--- src/sv/fbr_pkg.sv ---
// fbr_pkg: shared constants, types and codes of the framed byte receiver
// no dependencies; used by every other file of the block
`default_nettype none

package fbr_pkg;

  // buffer geometry (depth is a power of two)
  localparam int BUFFER_DEPTH = 256;
  localparam int ADDR_W       = $clog2(BUFFER_DEPTH);
  localparam logic [ADDR_W:0] LAST_IDX = (ADDR_W+1)'(BUFFER_DEPTH - 1);

  // field widths
  localparam int CMD_W  = 2;
  localparam int BYTE_W = 8;
  localparam int RIDX_W = 8;
  localparam int CNT_W  = 9;

  // command codes on the input channel
  localparam logic [CMD_W-1:0] CMD_RX_BYTE = 2'd0;
  localparam logic [CMD_W-1:0] CMD_READ    = 2'd1;
  localparam logic [CMD_W-1:0] CMD_CLEAR   = 2'd2;

  // framing bytes
  localparam logic [BYTE_W-1:0] HDR_FIRST  = 8'h43;
  localparam logic [BYTE_W-1:0] HDR_SECOND = 8'h47;
  localparam logic [BYTE_W-1:0] TRL_FIRST  = 8'h53;
  localparam logic [BYTE_W-1:0] TRL_SECOND = 8'h57;

  // item queue between front and back
  localparam int QUEUE_DEPTH = 4;
  localparam int QPTR_W      = $clog2(QUEUE_DEPTH);
  localparam int QCNT_W      = $clog2(QUEUE_DEPTH + 1);

  // configuration port
  localparam int PADDR_W = 3;
  localparam int PDATA_W = 32;
  localparam logic [PADDR_W-3:0] REG_FRAMED_MODE = 1'b0;

  // decoded operation
  typedef enum logic [1:0] {
    OP_NOP,
    OP_BYTE,
    OP_READ,
    OP_CLEAR
  } op_t;

  // framing class of the received byte
  typedef struct packed {
    logic hdr1;
    logic hdr2;
    logic trl1;
    logic trl2;
  } byte_class_t;

  // one classified item in the queue
  typedef struct packed {
    op_t               op;
    logic [BYTE_W-1:0] rx_byte;
    byte_class_t       cls;
    logic [ADDR_W-1:0] read_addr;
  } q_entry_t;

  // queue status seen by front and back
  typedef struct packed {
    logic full;
    logic not_empty;
  } q_stat_t;

endpackage

`default_nettype wire

--- src/sv/fbr_in_if.sv ---
// fbr_in_if: input item channel (valid/ready with command payload)
// depends on fbr_pkg for field widths
`default_nettype none

interface fbr_in_if;
  logic                       valid;
  logic                       ready;
  logic [fbr_pkg::CMD_W-1:0]  command;
  logic [fbr_pkg::BYTE_W-1:0] rx_byte;
  logic [fbr_pkg::RIDX_W-1:0] read_index;

  modport source (output valid, command, rx_byte, read_index, input ready);
  modport sink   (input valid, command, rx_byte, read_index, output ready);
endinterface

`default_nettype wire

--- src/sv/fbr_out_if.sv ---
// fbr_out_if: result item channel (valid/ready with status payload)
// depends on fbr_pkg for field widths
`default_nettype none

interface fbr_out_if;
  logic                       valid;
  logic                       ready;
  logic [fbr_pkg::BYTE_W-1:0] read_data;
  logic                       frame_done;
  logic [fbr_pkg::CNT_W-1:0]  byte_count;
  logic                       receiving;

  modport source (output valid, read_data, frame_done, byte_count, receiving, input ready);
  modport sink   (input valid, read_data, frame_done, byte_count, receiving, output ready);
endinterface

`default_nettype wire

--- src/sv/fbr_front.sv ---
// fbr_front: accepts input items, decodes the command and classifies the byte
// depends on fbr_pkg and fbr_in_if; feeds fbr_queue
`default_nettype none

module fbr_front (
  fbr_in_if.sink              in_ch,
  input  fbr_pkg::q_stat_t    stat,
  output logic                push,
  output fbr_pkg::q_entry_t   push_data
);
  import fbr_pkg::*;

  logic [RIDX_W+ADDR_W-1:0] ridx_ext;

  // take an item whenever the queue has room
  assign in_ch.ready = !stat.full;
  assign push        = in_ch.valid && !stat.full;

  // read index wraps on the buffer depth
  assign ridx_ext = {{ADDR_W{1'b0}}, in_ch.read_index};

  // command decode and byte classification
  always_comb begin
    push_data           = '0;
    push_data.rx_byte   = in_ch.rx_byte;
    push_data.read_addr = ridx_ext[ADDR_W-1:0];
    push_data.cls.hdr1  = (in_ch.rx_byte == HDR_FIRST);
    push_data.cls.hdr2  = (in_ch.rx_byte == HDR_SECOND);
    push_data.cls.trl1  = (in_ch.rx_byte == TRL_FIRST);
    push_data.cls.trl2  = (in_ch.rx_byte == TRL_SECOND);
    unique case (in_ch.command)
      CMD_RX_BYTE: push_data.op = OP_BYTE;
      CMD_READ:    push_data.op = OP_READ;
      CMD_CLEAR:   push_data.op = OP_CLEAR;
      default:     push_data.op = OP_NOP;
    endcase
  end

endmodule

`default_nettype wire

--- src/sv/fbr_queue.sv ---
// fbr_queue: small fifo of classified items between front and back
// depends on fbr_pkg
`default_nettype none

module fbr_queue (
  input  logic                clk,
  input  logic                rst_n,
  input  logic                push,
  input  fbr_pkg::q_entry_t   push_data,
  input  logic                pop,
  output fbr_pkg::q_entry_t   head,
  output fbr_pkg::q_stat_t    stat
);
  import fbr_pkg::*;

  q_entry_t          slot_r [QUEUE_DEPTH];
  logic [QPTR_W-1:0] wr_ptr_r, wr_ptr_nxt;
  logic [QPTR_W-1:0] rd_ptr_r, rd_ptr_nxt;
  logic [QCNT_W-1:0] count_r, count_nxt;

  assign head           = slot_r[rd_ptr_r];
  assign stat.full      = (count_r == QCNT_W'(QUEUE_DEPTH));
  assign stat.not_empty = (count_r != '0);

  // pointer and fill count update
  always_comb begin
    wr_ptr_nxt = push ? wr_ptr_r + QPTR_W'(1) : wr_ptr_r;
    rd_ptr_nxt = pop  ? rd_ptr_r + QPTR_W'(1) : rd_ptr_r;
    count_nxt  = count_r;
    if (push && !pop) begin
      count_nxt = count_r + QCNT_W'(1);
    end else if (pop && !push) begin
      count_nxt = count_r - QCNT_W'(1);
    end
  end

  always_ff @(posedge clk) begin
    if (!rst_n) begin
      wr_ptr_r <= '0;
      rd_ptr_r <= '0;
      count_r  <= '0;
    end else begin
      wr_ptr_r <= wr_ptr_nxt;
      rd_ptr_r <= rd_ptr_nxt;
      count_r  <= count_nxt;
    end
  end

  // item storage
  always_ff @(posedge clk) begin
    if (push) begin
      slot_r[wr_ptr_r] <= push_data;
    end
  end

endmodule

`default_nettype wire

--- src/sv/fbr_back.sv ---
// fbr_back: executes queued items on the frame buffer and framing state,
// holds the result register; depends on fbr_pkg and fbr_out_if
`default_nettype none

module fbr_back (
  input  logic                clk,
  input  logic                rst_n,
  input  logic                framed_mode,
  input  fbr_pkg::q_entry_t   head,
  input  fbr_pkg::q_stat_t    stat,
  output logic                pop,
  fbr_out_if.source           out_ch
);
  import fbr_pkg::*;

  // framing state
  logic [ADDR_W-1:0] wr_idx_r, wr_idx_nxt;
  logic              done_r, done_nxt;
  logic              hdr_r, hdr_nxt;
  logic              in_frame_r, in_frame_nxt;
  logic              trl_r, trl_nxt;

  // buffer: entry 0 in its own register so a header can write two entries
  logic [BYTE_W-1:0] mem [BUFFER_DEPTH];
  logic [BUFFER_DEPTH-1:0] valid_r;
  logic [BYTE_W-1:0] entry0_r;
  logic              entry0_valid_r;

  // write controls
  logic              wr_en;
  logic [ADDR_W-1:0] wr_addr;
  logic              hdr_wr;
  logic [ADDR_W:0]   raw_inc;

  // result register
  logic              out_valid_r;
  logic              is_rd_r;
  logic              sel0_r;
  logic              hit_r;
  logic              hit0_r;
  logic [BYTE_W-1:0] mem_q_r;
  logic [BYTE_W-1:0] e0_q_r;
  logic [CNT_W+ADDR_W-1:0] cnt_ext;

  logic              slot_free;

  assign slot_free = !out_valid_r || out_ch.ready;
  assign pop       = stat.not_empty && slot_free;

  // next framing state and buffer write for the head item
  always_comb begin
    wr_idx_nxt   = wr_idx_r;
    done_nxt     = done_r;
    hdr_nxt      = hdr_r;
    in_frame_nxt = in_frame_r;
    trl_nxt      = trl_r;
    wr_en        = 1'b0;
    wr_addr      = wr_idx_r;
    hdr_wr       = 1'b0;
    raw_inc      = {1'b0, wr_idx_r} + (ADDR_W+1)'(1);
    case (head.op)
      OP_BYTE: begin
        if (!done_r && !framed_mode) begin
          // raw store with wrap
          wr_en      = 1'b1;
          wr_idx_nxt = (raw_inc > LAST_IDX) ? '0 : raw_inc[ADDR_W-1:0];
        end else if (!done_r) begin
          // header detection
          if (!hdr_r && head.cls.hdr1) begin
            hdr_nxt = 1'b1;
          end else if (hdr_r && head.cls.hdr2) begin
            hdr_wr       = 1'b1;
            wr_idx_nxt   = ADDR_W'(1);
            in_frame_nxt = 1'b1;
          end else begin
            hdr_nxt = 1'b0;
          end
          if (in_frame_nxt) begin
            // overflow aborts the frame and restarts at entry 0
            if ({1'b0, wr_idx_nxt} >= LAST_IDX) begin
              trl_nxt      = 1'b0;
              in_frame_nxt = 1'b0;
              wr_idx_nxt   = '0;
            end
            wr_en      = 1'b1;
            wr_addr    = wr_idx_nxt;
            wr_idx_nxt = wr_idx_nxt + ADDR_W'(1);
            // trailer detection
            if (!trl_nxt && head.cls.trl1) begin
              trl_nxt = 1'b1;
            end else if (trl_nxt && head.cls.trl2) begin
              wr_idx_nxt   = '0;
              done_nxt     = 1'b1;
              in_frame_nxt = 1'b0;
              trl_nxt      = 1'b0;
            end else begin
              trl_nxt = 1'b0;
            end
          end
        end
      end
      OP_CLEAR: begin
        wr_idx_nxt = '0;
        done_nxt   = 1'b0;
      end
      default: begin
      end
    endcase
  end

  // control state, valid bits and result handshake
  always_ff @(posedge clk) begin
    if (!rst_n) begin
      wr_idx_r       <= '0;
      done_r         <= 1'b0;
      hdr_r          <= 1'b0;
      in_frame_r     <= 1'b0;
      trl_r          <= 1'b0;
      valid_r        <= '0;
      entry0_valid_r <= 1'b0;
      out_valid_r    <= 1'b0;
    end else begin
      if (pop) begin
        wr_idx_r   <= wr_idx_nxt;
        done_r     <= done_nxt;
        hdr_r      <= hdr_nxt;
        in_frame_r <= in_frame_nxt;
        trl_r      <= trl_nxt;
        if (hdr_wr || (wr_en && wr_addr == '0)) begin
          entry0_valid_r <= 1'b1;
        end
        if (wr_en && wr_addr != '0) begin
          valid_r[wr_addr] <= 1'b1;
        end
        out_valid_r <= 1'b1;
      end else if (out_ch.ready) begin
        out_valid_r <= 1'b0;
      end
    end
  end

  // buffer writes
  always_ff @(posedge clk) begin
    if (pop && hdr_wr) begin
      entry0_r <= HDR_FIRST;
    end else if (pop && wr_en && wr_addr == '0) begin
      entry0_r <= head.rx_byte;
    end
    if (pop && wr_en && wr_addr != '0) begin
      mem[wr_addr] <= head.rx_byte;
    end
  end

  // buffer read, registered with the result
  always_ff @(posedge clk) begin
    if (pop) begin
      is_rd_r <= (head.op == OP_READ);
      sel0_r  <= (head.read_addr == '0);
      mem_q_r <= mem[head.read_addr];
      hit_r   <= valid_r[head.read_addr];
      e0_q_r  <= entry0_r;
      hit0_r  <= entry0_valid_r;
    end
  end

  // status fields follow the state, which only moves when a result is loaded
  assign cnt_ext           = {{CNT_W{1'b0}}, wr_idx_r};
  assign out_ch.valid      = out_valid_r;
  assign out_ch.frame_done = done_r;
  assign out_ch.byte_count = cnt_ext[CNT_W-1:0];
  assign out_ch.receiving  = in_frame_r;
  assign out_ch.read_data  = !is_rd_r ? '0 :
                             sel0_r   ? (hit0_r ? e0_q_r : '0) :
                                        (hit_r ? mem_q_r : '0);

  // a finished frame cannot still be receiving
  a_done_not_in_frame: assert property (@(posedge clk) disable iff (!rst_n)
    !(done_r && in_frame_r))
    else $error("frame done while still inside a frame");

  // clear zeroes count and done
  a_clear_zeroes: assert property (@(posedge clk) disable iff (!rst_n)
    (pop && head.op == OP_CLEAR) |=> (wr_idx_r == '0 && !done_r))
    else $error("clear item left count or done set");

  // done holds until a clear item
  a_done_sticky: assert property (@(posedge clk) disable iff (!rst_n)
    (done_r && !(pop && head.op == OP_CLEAR)) |=> done_r)
    else $error("done dropped without a clear item");

  // a frame starts with header bytes at entries 0 and 1
  a_frame_start: assert property (@(posedge clk) disable iff (!rst_n)
    $rose(in_frame_r) |-> (wr_idx_r == ADDR_W'(2)))
    else $error("frame start left a wrong write index");

endmodule

`default_nettype wire

--- src/sv/framed_byte_receiver_core.sv ---
// framed_byte_receiver_core: the accepting edge writes the item queue; the result register is
// loaded when the item leaves the queue, which waits while an untaken result is held, and the
// result can be taken from then on. throughput one item per cycle while results are taken.
// synchronous active-low reset clears mode, framing state and buffer valid bits;
// buffer entries never written read as zero.
// depends on fbr_pkg, fbr_in_if, fbr_out_if, fbr_front, fbr_queue, fbr_back
`default_nettype none

module framed_byte_receiver_core (
  input  logic                           clk,
  input  logic                           rst_n,
  fbr_in_if.sink                         in_ch,
  fbr_out_if.source                      out_ch,
  input  logic                           psel,
  input  logic                           penable,
  input  logic                           pwrite,
  input  logic [fbr_pkg::PADDR_W-1:0]    paddr,
  input  logic [fbr_pkg::PDATA_W-1:0]    pwdata,
  output logic [fbr_pkg::PDATA_W-1:0]    prdata,
  output logic                           pready
);
  import fbr_pkg::*;

  logic       framed_mode_r;
  logic       cfg_wr;
  logic       push;
  logic       pop;
  q_entry_t   push_data;
  q_entry_t   head;
  q_stat_t    stat;

  // configuration register
  assign pready = 1'b1;
  assign cfg_wr = psel && penable && pwrite &&
                  (paddr[PADDR_W-1:2] == REG_FRAMED_MODE);
  assign prdata = (paddr[PADDR_W-1:2] == REG_FRAMED_MODE) ?
                  {{(PDATA_W-1){1'b0}}, framed_mode_r} : '0;

  always_ff @(posedge clk) begin
    if (!rst_n) begin
      framed_mode_r <= 1'b0;
    end else if (cfg_wr) begin
      framed_mode_r <= pwdata[0];
    end
  end

  // front: accept and classify
  fbr_front u_front (
    .in_ch     (in_ch),
    .stat      (stat),
    .push      (push),
    .push_data (push_data)
  );

  // item queue
  fbr_queue u_queue (
    .clk       (clk),
    .rst_n     (rst_n),
    .push      (push),
    .push_data (push_data),
    .pop       (pop),
    .head      (head),
    .stat      (stat)
  );

  // back: execute and deliver results
  fbr_back u_back (
    .clk         (clk),
    .rst_n       (rst_n),
    .framed_mode (framed_mode_r),
    .head        (head),
    .stat        (stat),
    .pop         (pop),
    .out_ch      (out_ch)
  );

endmodule

`default_nettype wire
--- src/flat_wrapper.sv ---
// flat-port wrapper written by rule: the top's interface ports become plain ports
module framed_byte_receiver_core_flat import fbr_pkg::*;
  (clk, rst_n, psel, penable, pwrite, paddr, pwdata, prdata, pready, in_ch_valid, in_ch_command, in_ch_rx_byte, in_ch_read_index, in_ch_ready, out_ch_valid, out_ch_read_data, out_ch_frame_done, out_ch_byte_count, out_ch_receiving, out_ch_ready);
  fbr_in_if in_ch_i ();
  fbr_out_if out_ch_i ();
  input  logic clk;
  input  logic rst_n;
  input  logic psel;
  input  logic penable;
  input  logic pwrite;
  input  logic [fbr_pkg::PADDR_W-1:0] paddr;
  input  logic [fbr_pkg::PDATA_W-1:0] pwdata;
  output logic [fbr_pkg::PDATA_W-1:0] prdata;
  output logic pready;
  input wire logic [$bits(in_ch_i.valid)-1:0] in_ch_valid;
  input wire logic [$bits(in_ch_i.command)-1:0] in_ch_command;
  input wire logic [$bits(in_ch_i.rx_byte)-1:0] in_ch_rx_byte;
  input wire logic [$bits(in_ch_i.read_index)-1:0] in_ch_read_index;
  output wire logic [$bits(in_ch_i.ready)-1:0] in_ch_ready;
  output wire logic [$bits(out_ch_i.valid)-1:0] out_ch_valid;
  output wire logic [$bits(out_ch_i.read_data)-1:0] out_ch_read_data;
  output wire logic [$bits(out_ch_i.frame_done)-1:0] out_ch_frame_done;
  output wire logic [$bits(out_ch_i.byte_count)-1:0] out_ch_byte_count;
  output wire logic [$bits(out_ch_i.receiving)-1:0] out_ch_receiving;
  input wire logic [$bits(out_ch_i.ready)-1:0] out_ch_ready;
  assign in_ch_i.valid = in_ch_valid;
  assign in_ch_i.command = in_ch_command;
  assign in_ch_i.rx_byte = in_ch_rx_byte;
  assign in_ch_i.read_index = in_ch_read_index;
  assign in_ch_ready = in_ch_i.ready;
  assign out_ch_valid = out_ch_i.valid;
  assign out_ch_read_data = out_ch_i.read_data;
  assign out_ch_frame_done = out_ch_i.frame_done;
  assign out_ch_byte_count = out_ch_i.byte_count;
  assign out_ch_receiving = out_ch_i.receiving;
  assign out_ch_i.ready = out_ch_ready;
  framed_byte_receiver_core u_core (.clk(clk), .rst_n(rst_n), .in_ch(in_ch_i), .out_ch(out_ch_i), .psel(psel), .penable(penable), .pwrite(pwrite), .paddr(paddr), .pwdata(pwdata), .prdata(prdata), .pready(pready));
endmodule
--- config.mk ---
export PLATFORM = sky130hd
export DESIGN_NAME = framed_byte_receiver_core_flat
export DESIGN_NICKNAME = d
export VERILOG_FILES = /design/src/sv/fbr_pkg.sv /design/src/sv/fbr_in_if.sv /design/src/sv/fbr_out_if.sv /design/src/sv/fbr_front.sv /design/src/sv/fbr_queue.sv /design/src/sv/fbr_back.sv /design/src/sv/framed_byte_receiver_core.sv /design/src/flat_wrapper.sv
export SDC_FILE = /design/constraint.sdc
export NUM_CORES = 2
export LEC_CHECK = 0
export ABC_CLOCK_PERIOD_IN_PS = 4800
export CORE_UTILIZATION = 27
export CTS_BUF_LIST = sky130_fd_sc_hd__clkbuf_4
export CTS_CLUSTER_DIAMETER = 100
export DETAILED_ROUTE_END_ITERATION = 10
export DONT_BUFFER_PORTS = 1
export SETUP_SLACK_MARGIN = 0.3
export SLEW_MARGIN = 30
export SYNTH_ARGS = -nofsm -noshare
export SYNTH_HDL_FRONTEND = slang
export SYNTH_SLANG_ARGS = --single-unit
--- constraint.sdc ---
create_clock -name clk -period 4.8 [get_ports clk]
set_input_delay 0.24 -clock clk [delete_from_list [all_inputs] [get_ports clk]]
set_output_delay 0.24 -clock clk [all_outputs]
set_load 0.005 [all_outputs]
Yosys cells after proc, flatten, opt, wreduce, memory -nomap -nowiden --
Memory sizes are Yosys's and may differ from the RTL's. A register that Yosys moved wholly into a read port is not among the register bits. Cells that the tools add are included.
Storage, ports and cells: register bits 298, bits in writable memories 2136, bits of input ports 60, output and inout port bits 54, word-level logic and storage cells 165, memories kept 2
Operators by class: add/sub/neg operators 6, $lt $le $gt $ge 5, equal/unequal tests 13, multiplexer cells 73, bitwise logic cells 4, reduce and logical (&&, ||, !) cells 44
Memory list:
- u_core.u_back.mem | words 256, width 8, rd ports 1, clocked after Yosys merged registers in 1, write ports 1, RTL line fbr_back.sv:24 | logic [BYTE_W-1:0] mem [BUFFER_DEPTH];
- u_core.u_queue.slot_r | words 4, width 22, rd ports 1, clocked after Yosys merged registers in 1, write ports 1, RTL line fbr_queue.sv:16 | q_entry_t slot_r [QUEUE_DEPTH];
Operator list (number):
- $or A256 B256 Y256 | 1
- $mux W8 | 24
- $mux W1 | 40
- $eq A8 B7 Y1 const B | 4
- $logic_and A1 B1 Y1 | 19
- $lt A8 B9 Y1 const B | 2
- $logic_not A8 Y1 | 2
- $pmux W8 S2 | 1
- $reduce_and A5 Y1 | 2
- $add A8 B1 Y9 const B | 1
- $gt A9 B8 Y1 const B | 1
- $add A8 B1 Y8 const B | 1
- $bmux W1 S8 | 1
- $demux W1 S8 | 1
- $ge A8 B1 Y1 const B | 1
- $ge A8 B8 Y1 const B | 1
- $logic_not A1 Y1 | 8
- $reduce_bool A8 Y1 | 1
- $eq A2 B2 Y1 const B | 3
- $mux W3 | 2
- $pmux W2 S3 | 1
- $reduce_and A3 Y1 | 2
- $reduce_bool A2 Y1 | 3
- $add A2 B1 Y2 const B | 2
- 14 further kinds | 21

Logic depth before layout (Yosys ltp) --
depth after elaboration 21, gate-level depth with buffers 15, gate-level depth less buffers 12

By module --
From an unflattened synthesis, not the netlist that was laid out.
Second synthesis, totals: cells, all modules 4920, area total of the unflattened synthesis 95375.2 um^2
Modules (own cells, without submodules):
- fbr_back | times used 1, cells an instance 4690, area each 91192.5 um^2, sequential area each 67664.9 um^2
- fbr_queue | times used 1, cells an instance 157, area each 3624.7 um^2, sequential area each 2822.7 um^2
- framed_byte_receiver_core | times used 1, cells an instance 40, area each 315.3 um^2, sequential area each 20.0 um^2
- fbr_front | times used 1, cells an instance 33, area each 242.7 um^2, sequential area each 0.0 um^2

Worst setup path after synthesis --
No wires, ideal clock.
kind register -> register, start point reg with a tool-made name, end point mem u_core.u_back.mem[0][0], data pin, library setup time 0.553 ns, arrival 3.373 ns, path slack 0.874 ns, stages on the path, launching flop included 5, path buffers 3, cells stage by stage dfxtp_1 > buf_6 > buf_2 > buf_1 > mux4_2
RTL lines (RTL line):
- end, declared | fbr_back.sv:24

==> reports/results.txt <==
In this run the mean area of a mapped cell was 15.2 sq um. Between clock sinks in the finished design, the worst skew comes to 0.115 ns. The first detailed-routing pass took 6 iterations. After floorplanning, the core was sized to cover 0.359 sq mm. The master of the slowest instance on the critical path is sky130_fd_sc_hd__mux4_4. The mux cell area share after synthesis is 0.0676, and the average routed wire per standard cell is 24.3 um.

The simple-gate area share of the yosys netlist came out at 0.0819. The die width is 602 um, and the number of DRC markers after the initial detailed-route iteration is 7628. The cell count after synthesis came out at 6394.

The post-synthesis to final-layout area growth is 17.7%, and the share of synthesized flip-flops with an asynchronous set or reset is 0. The floorplan die height is 602 um, and the initial cell density of the core is 0.271. The final net count came out at 7175.

The switching power is 24000 uW. The global routing stage identified its most utilized layer as met2. The run gives 220 as the standard-cell row count. The via count of the first global-routing pass came out at 60700.

Summing internal, switching and leakage power gives 66100 uW. The global-route met2 utilization was 0.253; the initial antenna violation count was 15. Setup total negative slack on the finished layout was measured at 0 ns.

Traced cell by cell, the critical path runs through mux4_4, buf_12, buf_12, buf_4, and2_1, a211oi_1, a311oi_1, nor4_1, o22ai_1, o21a_1, a211o_1. The tools report the maximum ir drop on the vdd rail as 0.529 mV. The most common cell after layout, fill and taps aside was sky130_fd_sc_hd__edfxtp_1. The tools report the portion of total power attributed to combinational logic as 0.330.

The worst max-slew margin expressed relative to the limit is 0.269, and the total of buffers placed on input and output ports is 0. The synthesized flop and latch total came out at 2444. The final HPWL from detailed placement came out at 185 mm. Counting every sink on the clock net gives 2444. Switching portion of total power: 0.363.

For the pin count of the biggest net entering global routing, the log shows 279. The maximum cell stage delay along the critical path works out to 0.83 ns. At the worst endpoint, the required time is 5.95 ns. Setup violations remaining at the end of the flow were counted as 0. The routed via count was 62800. The primary flip-flop cell chosen by synthesis mapping was sky130_fd_sc_hd__edfxtp_1. The tools report the warning count from the yosys run as 0. The logs give 91 for the number of different library cells in the post-synthesis netlist and 5.54 ns for the worst endpoint data arrival time. The part of the cycle the worst path needs was 0.915; the number of vias per cell was 5.08. The run gives 0.725 as the sequential element share of the synthesized area. The final global-route overflow total was 0; the share of cells above drive strength 1 was 0.230.

For the CTS buffer count, the log shows 629. Post-CTS timing repair inserted 0 buffers for setup. The internal power came out at 42100 uW. For the worst-skew pair, the clock arrives at the later sink with an insertion delay of 1.44 ns. The total length of routed wires is 301 mm.

Timing would allow up to 0.228 GHz. At the end of routability-driven placement, the weighted congestion stood at 0.894. The power share of the sequential group is 0.394, and the H-tree depth reported by CTS is 6. The count of cells in the finished layout, fillers not included, comes to 12400. The power per cell area was 577 mW/mm^2. STA classifies the critical path startpoint as a register. In the layout the commonest cells are 2156 x sky130_fd_sc_hd__edfxtp_1, 959 x sky130_fd_sc_hd__clkbuf_4, 832 x sky130_fd_sc_hd__nand2_1, 386 x sky130_fd_sc_hd__buf_4, 308 x sky130_fd_sc_hd__a211oi_1. Pin placement for this block handled 114 I/O pins. TritonCTS built the clock tree. For the pin with the worst max-slew slack, the measured transition is 1.09 ns. Of all nets on the critical path, the largest fanout is 69. The xor and xnor area share after synthesis was 0.000630.

The combinational family with the most area after synthesis is compound AO/OA/AOI/OAI gates. Setup repair after global routing left no endpoint under its margin. The tools report the DRC violation count after routing as 0. The number of enable flip-flop cells after synthesis was 2156; the global-route total usage across every layer was 0.160.

The first global-routing pass estimated 427 mm of wire. Including well taps, the total number of placed cells is 11200. The detail route stage leaves a number of antenna-violating nets equal to 0. Internal reg-to-reg setup slack: 0.41 ns. The flow ran to the end, and the final reports show no timing, DRC or antenna violations. The run gives 0 as the max-cap violation count.

The clock transition at the registers of the reported paths was 0.07 ns. The library cell appearing most often on the critical path is sky130_fd_sc_hd__buf_12. Type of the setup path with the least slack: register to register.

After synthesis the cells add up to 0.0973 sq mm. Number of buffers on the longest clock path: 4. The final critical delay including setup and external delays works out to 4.39 ns.

The clock share of power came out at 0.276. The share of the synthesized area in compound gates (AO/OA/AOI/OAI) works out to 0.0972. The tools report the capturing element type of the critical path as a register. The number of failing hold endpoints at the final stage is 0. The analysis attributes to cell leakage a power of 0.0375 uW. The fraction of met1 tracks used by global routing is 0.209. The min-delay analysis places its worst path in the category input pin to register. For the number of max-slew violations in the final report, the log shows 0. The met3 global-route usage was 0.0355; the synthesized-area fraction occupied by adder cells was 0.00162. The root buffer cell is sky130_fd_sc_hd__clkbuf_4. The die covers 0.363 sq mm.
## cell type report
type                       instances  area [sq um]
multi-input combinational       3483         24600
clock buffer                     959          7200
sequential                      2444         70500
fill                           35200        244000
inverter                          20          75.1
tap                             4773          5970
timing repair buffer             525          5070
antenna                           10          25.0
clock inverter                   158          1000
## worst max-delay path, delay by kind of cell (launching register included)
family | cells | cell delay [ns]
buffers and inverters | 3 | 0.73
AO/OA/AOI/OAI | 5 | 1.12
multiplexers | 1 | 0.83
flip-flops | 1 | 0.51
AND/OR/NAND/NOR | 2 | 0.88
## through the flow
step | hold slack [ns] | setup slack [ns] | utilization | area (sq um)
after floorplan | 0.339 | 0.874 | - | 97400
after global placement | 0.339 | 0.218 | 0.293 | 105000
after detailed placement | 0.339 | 0.303 | 0.293 | 105000
after CTS | 0.0223 | 0.345 | 0.318 | 114000
after global routing | 0.142 | 0.313 | 0.319 | 114000
final | 0.189 | 0.410 | 0.319 | 114000
## synthesized netlist by cell type, types with 8 or more instances
cell / instances / area share
sky130_fd_sc_hd__a32oi_1: 19 / 0.0017
sky130_fd_sc_hd__clkbuf_1: 185 / 0.0071
sky130_fd_sc_hd__a21oi_1: 92 / 0.0047
sky130_fd_sc_hd__o21ai_0: 110 / 0.0057
sky130_fd_sc_hd__ha_1: 11 / 0.0014
sky130_fd_sc_hd__o211ai_1: 8 / 0.00062
sky130_fd_sc_hd__nor3_1: 27 / 0.0014
sky130_fd_sc_hd__a221oi_1: 30 / 0.0027
sky130_fd_sc_hd__nand4_1: 25 / 0.0016
sky130_fd_sc_hd__buf_6: 13 / 0.0015
sky130_fd_sc_hd__nor2b_1: 31 / 0.0020
sky130_fd_sc_hd__and2_1: 140 / 0.0090
sky130_fd_sc_hd__o41ai_1: 9 / 0.00081
sky130_fd_sc_hd__buf_4: 85 / 0.0066
sky130_fd_sc_hd__edfxtp_1: 2156 / 0.67
sky130_fd_sc_hd__nor4_1: 33 / 0.0021
sky130_fd_sc_hd__o31ai_1: 10 / 0.00077
sky130_fd_sc_hd__o22ai_1: 30 / 0.0019
sky130_fd_sc_hd__a31oi_1: 71 / 0.0046
sky130_fd_sc_hd__nand2_1: 835 / 0.032
sky130_fd_sc_hd__nand2b_1: 9 / 0.00058
sky130_fd_sc_hd__mux4_2: 193 / 0.045
sky130_fd_sc_hd__buf_2: 176 / 0.0091
sky130_fd_sc_hd__a211oi_1: 308 / 0.024
sky130_fd_sc_hd__a2111oi_0: 15 / 0.0014
sky130_fd_sc_hd__a311oi_1: 195 / 0.018
sky130_fd_sc_hd__and3_1: 19 / 0.0012
sky130_fd_sc_hd__a311o_1: 8 / 0.00082
sky130_fd_sc_hd__a22oi_1: 37 / 0.0029
sky130_fd_sc_hd__o21a_1: 258 / 0.020
sky130_fd_sc_hd__mux2i_1: 186 / 0.019
sky130_fd_sc_hd__dfxtp_1: 288 / 0.059
sky130_fd_sc_hd__mux2_2: 27 / 0.0031
sky130_fd_sc_hd__nand3_1: 105 / 0.0054
sky130_fd_sc_hd__nor2_1: 305 / 0.012
sky130_fd_sc_hd__inv_1: 19 / 0.00073
sky130_fd_sc_hd__and2_0: 170 / 0.011
sky130_fd_sc_hd__buf_1: 26 / 0.0010
## kinds of logic after synthesis
group / after synthesis
other cells: 2
buf+inv: 506
simple gates: 1736
mux: 409
flops: 2444
fa+ha+maj: 12
compound gates: 1278
xor+xnor: 7
## power by group through the flow
stage,Combinational [uW],Clock [uW],Sequential (uW)
after floorplan,11200,0,26600
after global placement,21000,0,26500
after detailed placement,21300,0,26500
after CTS,21500,18600,26000
after global routing,22500,19600,26000
final,21800,18300,26000
## flip-flops by register name (all words and copies together) (netlist names), 2 cells and up, named ones only
| signal | flops |
|---|---|
| u_core.u_back.valid_r | 256 |
| u_core.u_queue.rd_ptr_r | 2 |
| u_core.u_back.entry0_r | 8 |
| u_core.u_queue.count_r | 3 |
| u_core.u_queue.slot_r | 88 |
| u_core.u_queue.wr_ptr_r | 2 |
| u_core.u_back.mem_q_r | 8 |
| u_core.u_back.wr_idx_r | 8 |
| u_core.u_back.mem | 2048 |
| u_core.u_back.e0_q_r | 8 |
## final timing paths
path                                                     end  cells after the start                       from
worst min-delay path            u_core.u_queue.slot_r[3][16]                      2           in_ch_rx_byte[4]
worst min register to register       u_core.u_back.e0_q_r[4]                      0  u_core.u_back.entry0_r[4]
worst max register to register      u_core.u_back.mem_q_r[5]                     11                   register
worst max-delay path                u_core.u_back.mem_q_r[5]                     11                   register
## layer usage
metal / vias to the layer above / routed length [um]
li1: 26600 / -
met1: 31900 / 118000
met2: 3650 / 139000
met3: 685 / 30500
met4: 4 / 13600
met5: - / 21
## repair_timing
| action | in CTS | in global routing |
|---|---|---|
| gates resized for setup | 2 | 2 |
| hold buffers | 67 | 1 |
| hold endpoints to repair | 484 | 1 |
| setup endpoints to repair | 2 | 144 |
Note: power is estimated with default switching activity, not from simulation.
